### src/pxc_pkg.sv
// ----------------------------------------------------------------------------
// pxc_pkg
// Shared types and constants for the pixel compositor: op codes, register
// indexes, port widths and the stage records of the blend pipeline.
// ----------------------------------------------------------------------------
package pxc_pkg;

    localparam int CFG_IDX_W  = 3;
    localparam int CFG_DATA_W = 12;

    localparam logic [CFG_IDX_W-1:0] CFG_TINT_RED    = 3'd0;
    localparam logic [CFG_IDX_W-1:0] CFG_TINT_GREEN  = 3'd1;
    localparam logic [CFG_IDX_W-1:0] CFG_TINT_BLUE   = 3'd2;
    localparam logic [CFG_IDX_W-1:0] CFG_ALPHA_GAIN  = 3'd3;
    localparam logic [CFG_IDX_W-1:0] CFG_SOURCE_ORDER = 3'd4;
    localparam logic [CFG_IDX_W-1:0] CFG_DEST_ORDER  = 3'd5;

    localparam logic [8:0]  TINT_RESET = 9'd256;
    localparam logic [11:0] GAIN_RESET = 12'd256;

    // floor(x / 255) estimate: (x * RECIP_255) >> 24, low by at most one
    localparam logic [16:0] RECIP_255 = 17'd65793;

    typedef enum logic [1:0] {
        OP_BLEND = 2'd0,
        OP_BLIT  = 2'd1,
        OP_COPY  = 2'd2,
        OP_FILL  = 2'd3
    } t_op;

    typedef struct packed {
        t_op              op;
        logic             skip;
        logic [3:0][7:0]  ms;
        logic [3:0][7:0]  d;
        logic [2:0][8:0]  tm;
        logic [19:0]      p;
    } t_s1;

    typedef struct packed {
        t_op              op;
        logic             skip;
        logic [3:0][7:0]  ms;
        logic [3:0][7:0]  d;
        logic [2:0][16:0] st;
        logic [2:0][16:0] tf;
        logic [19:0]      p;
        logic [11:0]      q;
    } t_s2;

    typedef struct packed {
        t_op              op;
        logic             skip;
        logic [3:0][7:0]  ms;
        logic [3:0][7:0]  d;
        logic [2:0][16:0] st;
        logic [2:0][16:0] tf;
        logic [11:0]      sa;
    } t_s3;

    typedef struct packed {
        t_op              op;
        logic             skip;
        logic [3:0][7:0]  ms;
        logic [3:0][7:0]  d;
        logic [3:0][16:0] f1;
        logic [11:0]      f2;
        logic [12:0]      w;
        logic [3:0]       wide;
    } t_s4;

    typedef struct packed {
        t_op              op;
        logic             skip;
        logic [3:0][7:0]  ms;
        logic [3:0][7:0]  d;
        logic [3:0][28:0] a;
        logic [3:0][20:0] b;
        logic [3:0]       wide;
    } t_s5;

    typedef struct packed {
        logic [3:0][7:0]  px;
        logic             written;
    } t_res;

endpackage

### src/pixel_compositor.sv
// ----------------------------------------------------------------------------
// pixel_compositor
// Premultiplied source-over compositor with tint, global alpha, copy and
// solid fill, one pixel per clock through a six-stage pipeline.
// ----------------------------------------------------------------------------
// usage
//   a pixel transfer happens at a rising edge with start high and busy low;
//   busy stays low, so a new pixel may be given on every clock
//   each pixel yields one result on o_out_byte0..3 and o_written, marked by
//   o_done for exactly one cycle; the receiver takes it at the edge that
//   ends that cycle and cannot hold it off
//   the result passes through the stage registers r_s1 to r_s5 into r_res;
//   throughput is one pixel per cycle, set by the fully pipelined
//   multipliers and the divide-by-255 stages
//   registers are written through i_cfg_valid / o_cfg_ready (always ready),
//   by the user only while no pixel is in flight (not enforced by the block);
//   unknown indexes are ignored; a synchronous reset empties the pipeline and
//   restores tint 1.0, gain 1.0 and red-in-byte-0 order on both sides
// ----------------------------------------------------------------------------
module pixel_compositor (
    input  logic                           i_clk,
    input  logic                           i_rst_n,
    input  logic                           start,
    output logic                           busy,
    input  logic [1:0]                     i_op,
    input  logic [7:0]                     i_src_byte0,
    input  logic [7:0]                     i_src_byte1,
    input  logic [7:0]                     i_src_byte2,
    input  logic [7:0]                     i_src_byte3,
    input  logic [7:0]                     i_dst_byte0,
    input  logic [7:0]                     i_dst_byte1,
    input  logic [7:0]                     i_dst_byte2,
    input  logic [7:0]                     i_dst_byte3,
    output logic                           o_done,
    output logic [7:0]                     o_out_byte0,
    output logic [7:0]                     o_out_byte1,
    output logic [7:0]                     o_out_byte2,
    output logic [7:0]                     o_out_byte3,
    output logic                           o_written,
    input  logic                           i_cfg_valid,
    output logic                           o_cfg_ready,
    input  logic [pxc_pkg::CFG_IDX_W-1:0]  i_cfg_index,
    input  logic [pxc_pkg::CFG_DATA_W-1:0] i_cfg_data
);

    logic [8:0]  r_tint_red, r_tint_green, r_tint_blue;
    logic [11:0] r_alpha_gain;
    logic        r_source_order, r_dest_order;

    logic [5:0]     r_valid, n_valid;
    pxc_pkg::t_s1   r_s1, n_s1;
    pxc_pkg::t_s2   r_s2, n_s2;
    pxc_pkg::t_s3   r_s3, n_s3;
    pxc_pkg::t_s4   r_s4, n_s4;
    pxc_pkg::t_s5   r_s5, n_s5;
    pxc_pkg::t_res  r_res, n_res;

    logic        swap;
    logic [19:0] qx, rem;
    logic [8:0]  sac;
    logic signed [31:0] a_ext [4];
    logic signed [31:0] b_ext [4];
    logic signed [31:0] sum [4];
    logic [15:0]        shifted [4];
    logic [7:0]         blended [4];

    assign busy        = 1'b0;
    assign o_cfg_ready = 1'b1;

    // configuration registers
    always_ff @(posedge i_clk) begin
        if (!i_rst_n) begin
            r_tint_red     <= pxc_pkg::TINT_RESET;
            r_tint_green   <= pxc_pkg::TINT_RESET;
            r_tint_blue    <= pxc_pkg::TINT_RESET;
            r_alpha_gain   <= pxc_pkg::GAIN_RESET;
            r_source_order <= 1'b0;
            r_dest_order   <= 1'b0;
        end else if (i_cfg_valid && o_cfg_ready) begin
            unique case (i_cfg_index)
                pxc_pkg::CFG_TINT_RED:     r_tint_red     <= i_cfg_data[8:0];
                pxc_pkg::CFG_TINT_GREEN:   r_tint_green   <= i_cfg_data[8:0];
                pxc_pkg::CFG_TINT_BLUE:    r_tint_blue    <= i_cfg_data[8:0];
                pxc_pkg::CFG_ALPHA_GAIN:   r_alpha_gain   <= i_cfg_data[11:0];
                pxc_pkg::CFG_SOURCE_ORDER: r_source_order <= i_cfg_data[0];
                pxc_pkg::CFG_DEST_ORDER:   r_dest_order   <= i_cfg_data[0];
                default: ;
            endcase
        end
    end

    assign n_valid = {r_valid[4:0], start & ~busy};

    // stage 1: byte mapping, tint placement, alpha product
    always_comb begin
        swap      = r_source_order != r_dest_order;
        n_s1.op   = pxc_pkg::t_op'(i_op);
        n_s1.ms[0] = swap ? i_src_byte2 : i_src_byte0;
        n_s1.ms[1] = i_src_byte1;
        n_s1.ms[2] = swap ? i_src_byte0 : i_src_byte2;
        n_s1.ms[3] = i_src_byte3;
        n_s1.d[0] = i_dst_byte0;
        n_s1.d[1] = i_dst_byte1;
        n_s1.d[2] = i_dst_byte2;
        n_s1.d[3] = i_dst_byte3;
        n_s1.tm[0] = r_dest_order ? r_tint_blue : r_tint_red;
        n_s1.tm[1] = r_tint_green;
        n_s1.tm[2] = r_dest_order ? r_tint_red : r_tint_blue;
        n_s1.p    = 20'(i_src_byte3) * 20'(r_alpha_gain);
        case (pxc_pkg::t_op'(i_op))
            pxc_pkg::OP_BLEND,
            pxc_pkg::OP_BLIT: n_s1.skip = (i_src_byte3 == 8'd0) || (r_alpha_gain == 12'd0);
            pxc_pkg::OP_FILL: n_s1.skip = r_alpha_gain == 12'd0;
            default:          n_s1.skip = 1'b0;
        endcase
    end

    // stage 2: reciprocal estimate of p / 255, tint products
    always_comb begin
        n_s2.op   = r_s1.op;
        n_s2.skip = r_s1.skip;
        n_s2.ms   = r_s1.ms;
        n_s2.d    = r_s1.d;
        n_s2.p    = r_s1.p;
        n_s2.q    = 12'((37'(r_s1.p) * 37'(pxc_pkg::RECIP_255)) >> 24);
        for (int m = 0; m < 3; m++) begin
            n_s2.st[m] = 17'(r_s1.ms[m]) * 17'(r_s1.tm[m]);
            n_s2.tf[m] = 17'({r_s1.tm[m], 8'd0}) - 17'(r_s1.tm[m]);
        end
    end

    // stage 3: quotient correction
    always_comb begin
        qx        = 20'({r_s2.q, 8'd0}) - 20'(r_s2.q);
        rem       = r_s2.p - qx;
        n_s3.op   = r_s2.op;
        n_s3.skip = r_s2.skip;
        n_s3.ms   = r_s2.ms;
        n_s3.d    = r_s2.d;
        n_s3.st   = r_s2.st;
        n_s3.tf   = r_s2.tf;
        n_s3.sa   = r_s2.q + 12'(rem >= 20'd255);
    end

    // stage 4: operand and weight selection per op
    always_comb begin
        sac       = (r_s3.sa > 12'd256) ? 9'd256 : r_s3.sa[8:0];
        n_s4.op   = r_s3.op;
        n_s4.skip = r_s3.skip;
        n_s4.ms   = r_s3.ms;
        n_s4.d    = r_s3.d;
        case (r_s3.op)
            pxc_pkg::OP_BLEND: begin
                n_s4.f2   = {3'd0, sac};
                n_s4.w    = 13'd256 - {4'd0, sac};
                n_s4.f1   = {17'd255, r_s3.st[2], r_s3.st[1], r_s3.st[0]};
                n_s4.wide = 4'b0111;
            end
            pxc_pkg::OP_FILL: begin
                n_s4.f2   = r_alpha_gain;
                n_s4.w    = 13'd256 - {1'b0, r_alpha_gain};
                n_s4.f1   = {17'd255, r_s3.tf[2], r_s3.tf[1], r_s3.tf[0]};
                n_s4.wide = 4'b0111;
            end
            default: begin
                n_s4.f2   = r_alpha_gain;
                n_s4.w    = 13'd256 - {1'b0, r_s3.sa};
                n_s4.f1   = {{9'd0, r_s3.ms[3]}, {9'd0, r_s3.ms[2]},
                             {9'd0, r_s3.ms[1]}, {9'd0, r_s3.ms[0]}};
                n_s4.wide = 4'b0000;
            end
        endcase
    end

    // stage 5: source and destination products
    always_comb begin
        n_s5.op   = r_s4.op;
        n_s5.skip = r_s4.skip;
        n_s5.ms   = r_s4.ms;
        n_s5.d    = r_s4.d;
        n_s5.wide = r_s4.wide;
        for (int m = 0; m < 4; m++) begin
            n_s5.a[m] = 29'(r_s4.f1[m]) * 29'(r_s4.f2);
            n_s5.b[m] = 21'($signed({1'b0, r_s4.d[m]}) * $signed(r_s4.w));
        end
    end

    // stage 6: sum, shift, saturate, select
    always_comb begin
        for (int m = 0; m < 4; m++) begin
            a_ext[m] = $signed({3'd0, r_s5.a[m]});
            b_ext[m] = $signed({{11{r_s5.b[m][20]}}, r_s5.b[m]});
            sum[m]   = a_ext[m] + (r_s5.wide[m] ? (b_ext[m] <<< 8) : b_ext[m]);
            shifted[m] = r_s5.wide[m] ? 16'(sum[m] >>> 16) : 16'(sum[m] >>> 8);
            if (sum[m][31]) begin
                blended[m] = 8'd0;
            end else if (shifted[m] > 16'd255) begin
                blended[m] = 8'd255;
            end else begin
                blended[m] = shifted[m][7:0];
            end
        end
        if (r_s5.op == pxc_pkg::OP_COPY) begin
            n_res.px      = r_s5.ms;
            n_res.written = 1'b1;
        end else if (r_s5.skip) begin
            n_res.px      = r_s5.d;
            n_res.written = 1'b0;
        end else begin
            n_res.px      = {blended[3], blended[2], blended[1], blended[0]};
            n_res.written = 1'b1;
        end
    end

    always_ff @(posedge i_clk) begin
        if (!i_rst_n) begin
            r_valid <= '0;
        end else begin
            r_valid <= n_valid;
        end
    end

    always_ff @(posedge i_clk) begin
        r_s1  <= n_s1;
        r_s2  <= n_s2;
        r_s3  <= n_s3;
        r_s4  <= n_s4;
        r_s5  <= n_s5;
        r_res <= n_res;
    end

    assign o_done      = r_valid[5];
    assign o_out_byte0 = r_res.px[0];
    assign o_out_byte1 = r_res.px[1];
    assign o_out_byte2 = r_res.px[2];
    assign o_out_byte3 = r_res.px[3];
    assign o_written   = r_res.written;

endmodule

### config.mk
export PLATFORM = sky130hd
export DESIGN_NAME = pixel_compositor
export DESIGN_NICKNAME = d
export VERILOG_FILES = /design/src/pxc_pkg.sv /design/src/pixel_compositor.sv
export SDC_FILE = /design/constraint.sdc
export NUM_CORES = 2
export LEC_CHECK = 0
export CAP_MARGIN = 25
export CORE_ASPECT_RATIO = 0.5
export CORE_MARGIN = 2
export CORE_UTILIZATION = 49
export CTS_BUF_LIST = sky130_fd_sc_hd__clkbuf_8
export CTS_CLUSTER_DIAMETER = 30
export CTS_CLUSTER_SIZE = 12
export DETAILED_ROUTE_END_ITERATION = 10
export DONT_BUFFER_PORTS = 1
export GPL_TIMING_DRIVEN = 0
export PLACE_DENSITY = 0.67
export REMOVE_ABC_BUFFERS = 1
export SYNTH_ARGS = -nofsm -noshare
export SYNTH_HDL_FRONTEND = slang
export SYNTH_SLANG_ARGS = --single-unit
### constraint.sdc
create_clock -name i_clk -period 6.5 [get_ports i_clk]
set_input_delay 0.975 -clock i_clk [delete_from_list [all_inputs] [get_ports i_clk]]
set_output_delay 0.975 -clock i_clk [all_outputs]
set_load 0.01 [all_outputs]
# Word level (Yosys, flattened, before mapping)

Index checks and enable logic that the tools add are counted.

Flip-flop bits (word level): 1011
Bits of input ports: 85
Output and inout bits: 36
Word-level logic and storage cells: 177

Add/sub/neg operators: 13
Multipliers: 13
$lt $le $gt $ge: 6
Eq/ne operators: 10
Muxes and demuxes: 25
Reductions and logical operators: 13

Operator list:

| kind                                                 | count |
|---|---|
| case mux 88 bit (2 select lines)                     | 1 |
| adder 30 x 29 -> 31 bit                              | 4 |
| multiplier 17 x 12 -> 29 bit                         | 4 |
| 2-to-1 mux 28 bit                                    | 4 |
| multiplier 9 x 13 -> 21 bit                          | 4 |
| 2-to-1 mux 8 bit                                     | 10 |
| 2-to-1 mux 33 bit                                    | 2 |
| > comparator 16 x 8 -> 1 bit, second input constant  | 4 |
| 2-to-1 mux 16 bit                                    | 4 |
| multiplier 8 x 9 -> 17 bit                           | 3 |
| subtractor 17 x 9 -> 17 bit                          | 3 |
| multiplier 20 x 17 -> 36 bit, second input constant  | 1 |
| 2-to-1 mux 9 bit                                     | 3 |
| subtractor 9 x 12 -> 13 bit, first input constant    | 2 |
| >= comparator 20 x 8 -> 1 bit, second input constant | 1 |
| multiplier 8 x 12 -> 20 bit                          | 1 |
| subtractor 20 x 12 -> 20 bit                         | 1 |
| subtractor 20 bit                                    | 1 |
| adder 12 x 1 -> 12 bit                               | 1 |
| > comparator 12 x 9 -> 1 bit, second input constant  | 1 |
| logical NOT 12 bit                                   | 1 |
| AND reduction 2 bit                                  | 6 |
| subtractor 9 x 9 -> 10 bit, first input constant     | 1 |
| logical NOT 8 bit                                    | 1 |
| 11 further kinds                                     | 16 |

# Depth between registers and ports, before layout

Depth after elaboration: 8
Depth in mapped cells: 25
Depth with buffers taken out: 23

# Least setup slack after synthesis

No wires, ideal clock.

Path kind: reg2reg
Start point: register r_s4[23] (netlist name)
End point: register r_s5 (netlist bit a_ext[124])
Setup time: 0.121 ns
Data arrival time: 5.673 ns
Required time: 6.379 ns
Slack: 0.706 ns
Cell stages (with the launch flop): 23
Buffers on the path: 2
Period minus slack after synthesis: 5.794 ns
Cell sequence: dfxtp_1 clkbuf_1 clkbuf_1 nand2_1 fa_1 fa_1 fa_1 inv_1 fa_1 inv_1 fa_1 inv_1 ha_1 or3_1 o21ai_0 a21oi_1 a41o_1 o41ai_1 o21a_1 a211oi_1 o31ai_1 a32oi_1 xnor2_1

RTL lines:

| what                     | line                    | text |
|---|---|---|
| start: declaration       | pixel_compositor.sv:54  | `pxc_pkg::t_s4 r_s4, n_s4;` |
| start signal: assignment | pixel_compositor.sv:227 | `r_s4 <= n_s4;` |
| end signal: assignment   | pixel_compositor.sv:228 | `r_s5 <= n_s5;` |
| end: declaration         | pixel_compositor.sv:55  | `pxc_pkg::t_s5 r_s5, n_s5;` |

==> summary.md <==
| Metric | Value |
|---|---|
| I/O pin count | `around 120` |
| Fmax | `between 150 and 200 MHz` |
| Tightest Pin Transition | `approximately 1100 ps` |
| RSZ-0062 raised after global routing | `yes` |
| Crit end category | `flip-flop` |
| RR Endpoint | `a_ext[59]$_DFF_P_` |
| Fin nets | `between 10000 and 15000` |
| Seq/Total Area, Yosys | `0.2508` |
| Required time worst endpoint | `7240 ps` |
| Vias | `around 54000` |
| Root Driver | `clkbuf_8` |
| Worst Min Path Start | `i_dst_byte0[4]` |
| Hold buffers post-CTS | `0` |
| Gpl congestion | `0.8816` |
| Relative slew slack | `0.2826` |
| Clk buf depth | `4` |
| Status | `finished, final reports clean` |
| Slew Viols, Final | `0` |
| Avg WL per Cell | `about 17 um` |
| Pre-antenna DRT Iters | `6` |
| Setup Skew | `approximately 48 ps` |
| Clock Pin Slew Worst Setup and Hold Paths | `~80 ps` |
| Synth Flop Type | `dfxtp_1` |
| Min-Delay Path Depth | `0` |
| CTS tree | `done` |
| R2r worst-path depth | `22` |
| Final worst setup slack | `between 200 and 250 ps` |
| DIE HEIGHT | `~290 um` |
| Post-synth EDFFs | `0` |
| Number of endpoints failing setup at the final stage | `0` |
| CP Max Fanout | `42` |
| Die area | `164500 sq um` |
| Total GRT Usage | `0.2268` |
| Async S/R FF share, synth | `0` |
| Initial antenna violation count | `21` |
| Post-synth cell types | `just over 80` |
| Startpoint types | `flip-flop` |
| Gr ovfl total | `0` |
| Final HPWL from detailed placement | `around 140 mm` |
| Reg2reg setup slack | `240 ps` |
| Fin. Hold Viols | `0` |
| H-tree levels | `4` |
| Gate Count Post-Synth | `between 8000 and 9000` |
| Hold endpoint | `n_s2[138]$_DFF_P_` |
| DR vias/cell | `5.153` |
| Vias in the first global route | `roughly 56000` |
| Final period util | `0.9627` |
| Final ANT Viol Nets | `0` |
| WS Path Type | `reg -> reg` |
| Share of layout cells above drive strength 1 | `0.04989` |
| P_leak | `41.34 nW` |
| Drt drc | `0` |
| Core area | `160400 sq um` |
| First-pass GRT wire length | `a little under 300 mm` |
| Worst-Skew Late Latency | `880 ps` |
| Max IR drop VDD | `approximately 0.26 mV` |
| Max-Cap Viols | `0` |
| Crit path arrival time | `about 7000 ps` |
| Netlist Area Pre-Place | `78940 sq um` |
| Most common cell after layout, fill and taps aside | `inv_1` |
| Synth Register Bits | `between 900 and 1000` |
| Hold Path Class | `in -> reg` |
| TritonCTS buffer count | `about 150` |
| Minimum clock period | `between 6000 and 7000 ps` |
| Post-Syn Area per Cell | `9.389 sq um` |
| Drt total wl | `roughly 180 mm` |
| Place WS | `a little under 20 ps` |
| Num rows | `about 100` |
| Area grow syn2layout | `6.876%` |
| Layout Utilization | `0.5258` |
| Most frequent cells in the layout | `1473 x inv_1, 1141 x nand2_1, 1034 x fa_1` |
| Largest net degree at the start of global routing | `73` |
| Iter 0 DRT Violations | `around 3400` |
| Filler cell count in the final layout | `roughly 14000` |
| Cell Pwr Density | `about 330 nW/um^2` |
| Reg-to-Reg Start | `r_s4[22]$_DFF_P_` |
| Yosys warns | `0` |
| PortBufs | `0` |
| Initial Utilization | `0.4920` |
| Die W | `about 570 um` |
| Sink Count | `slightly below 1000` |
## cells by family (layout without fill, tap and decap cells)
logic type / count (synthesis) / after routing / synth area share
DFF: 989 / 989 / 0.2508
muxes: 64 / 64 / 0.009066
adders and majority gates: 1838 / 1838 / 0.3897
and+or+nand+nor: 2508 / 2508 / 0.1541
other: 2 / 12 / 0.00009514
AOI/OAI and AO/OA: 867 / 867 / 0.07251
xor gates and xnor gates: 344 / 344 / 0.03817
buffers and inverters: 1796 / 1747 / 0.08554
## critical path, cell delays in order, from the launching register on
cell	delay (ps)
dfxtp_4	510
buf_12	270
nand2_1	110
fa_1	480
fa_1	410
inv_1	80
fa_1	450
fa_1	550
inv_1	50
fa_1	470
inv_1	40
ha_1	340
a21o_1	190
a21oi_2	200
a2bb2oi_1	280
a31oi_2	180
a41o_1	310
o31ai_1	240
nand2_1	100
a41o_1	280
o21ai_0	150
o21ai_0	110
xor2_1	290
## Yosys cell counts, types with 10 or more instances
| cell | n | area (sq um) |
|---|---|---|
| buf_1 | 18 | 67.56 |
| nor4_1 | 16 | 100.1 |
| mux2_2 | 57 | 641.9 |
| nand4_1 | 20 | 125.1 |
| clkbuf_1 | 314 | 1179 |
| nand2_1 | 1141 | 4283 |
| o221ai_1 | 15 | 131.4 |
| and2_1 | 703 | 4398 |
| nor4b_1 | 10 | 87.58 |
| or3_1 | 27 | 168.9 |
| nand2b_1 | 51 | 319.1 |
| and3_1 | 31 | 193.9 |
| ha_1 | 804 | 10060 |
| nor2b_1 | 77 | 481.7 |
| o31ai_1 | 17 | 127.6 |
| xor2_1 | 86 | 753.2 |
| fa_1 | 1034 | 20700 |
| a21o_1 | 69 | 518.0 |
| a211oi_1 | 19 | 142.6 |
| o21bai_1 | 21 | 157.7 |
| inv_1 | 1461 | 5484 |
| dfxtp_1 | 989 | 19800 |
| o211ai_1 | 15 | 112.6 |
| nand3_1 | 70 | 350.3 |
| o31a_1 | 10 | 87.58 |
| o21a_1 | 30 | 225.2 |
| nor2_1 | 227 | 852.1 |
| o41ai_1 | 13 | 113.9 |
| o22ai_1 | 14 | 87.58 |
| a22o_1 | 36 | 315.3 |
| o21ai_0 | 174 | 870.8 |
| a22oi_1 | 28 | 210.2 |
| xnor2_1 | 258 | 2260 |
| a31oi_1 | 31 | 193.9 |
| a21oi_1 | 228 | 1141 |
| a21boi_0 | 64 | 480.5 |
| nor3_1 | 81 | 405.4 |
| or2_2 | 19 | 118.9 |
## how the worst max path moves through the flow
stage                          start                endpoint  slack [ps]  cells past startpoint
global placement     r_s5[1]$_DFF_P_  o_out_byte1[6]$_DFF_P_       -3270                     14
floorplan            r_s5[1]$_DFF_P_  o_out_byte1[6]$_DFF_P_          50                     14
detailed placement  r_s4[20]$_DFF_P_      a_ext[124]$_DFF_P_          20                     21
finish              r_s4[22]$_DFF_P_       a_ext[59]$_DFF_P_         240                     22
CTS                 r_s4[23]$_DFF_P_       a_ext[59]$_DFF_P_          30                     21
global route        r_s4[22]$_DFF_P_       a_ext[59]$_DFF_P_         -10                     21
## where the power goes
part           internal [W]  switching (W)  leakage (nW)
registers           0.00717        0.00122          8.25
clock network       0.00298        0.00266          1.69
logic               0.00620        0.00762          31.4
total                0.0163         0.0115          41.3
## repair_timing
item / in CTS / in global routing
gates resized for setup: 2 / 13
setup buffers: 0 / 3
hold endpoints to repair: 0 / 0
setup endpoints to repair: 1 / 7
## through the flow
| step | instance area (sq um) | cells | hold WS (ps) | setup TNS (ps) | total power [W] |
|---|---|---|---|---|---|
| after floorplan | 77670 | 8073 | 309.6 | 0 | 0.01868 |
| after global placement | 80390 | 10250 | 309.9 | -98050 | 0.02197 |
| after detailed placement | 81000 | 10270 | 312.1 | 0 | 0.02213 |
| after CTS | 84270 | 10530 | 32.83 | 0 | 0.02806 |
| after global routing | 84350 | 10540 | 42.96 | -12.91 | 0.03049 |
| final | 84370 | 10540 | 105.4 | 0 | 0.02785 |
## registers in the layout, summed over array words and instances (netlist names)
register / count
o_out_byte2: 8
r_dest_order: 1
r_s1: 27
r_tint_red: 9
a_ext: 109
r_s5: 68
n_s4: 67
n_s5: 68
r_valid: 6
o_out_byte0: 8
n_s3: 169
o_out_byte3: 8
o_written: 1
r_tint_green: 9
o_out_byte1: 8
r_alpha_gain: 12
r_s2: 32
r_s3: 114
r_s4: 84
r_source_order: 1
n_s2: 87
r_tint_blue: 9
b_ext: 84
## final cells by class
class / count / area [sq um] / share of cell area
inverter: 1461 / 5484 / 0.06500
antenna: 10 / 25.02 / 0.0002966
multi-input combinational: 5623 / 52440 / 0.6215
clock inverter: 91 / 993.5 / 0.01178
clock buffer: 165 / 2271 / 0.02692
sequential: 989 / 19860 / 0.2354
tap: 2173 / 2719 / 0.03223
timing repair buffer: 30 / 579.3 / 0.006866
## routing by layer
layer  wire length (um)  vias up  track usage
met5                 49        -            0
met3              12710      272      0.04249
met2              80710     1433       0.3573
met1              84050    26800       0.3174
met4               5121        6      0.06758
li1                   -    25810            -
(Power assumes the default switching activity.)
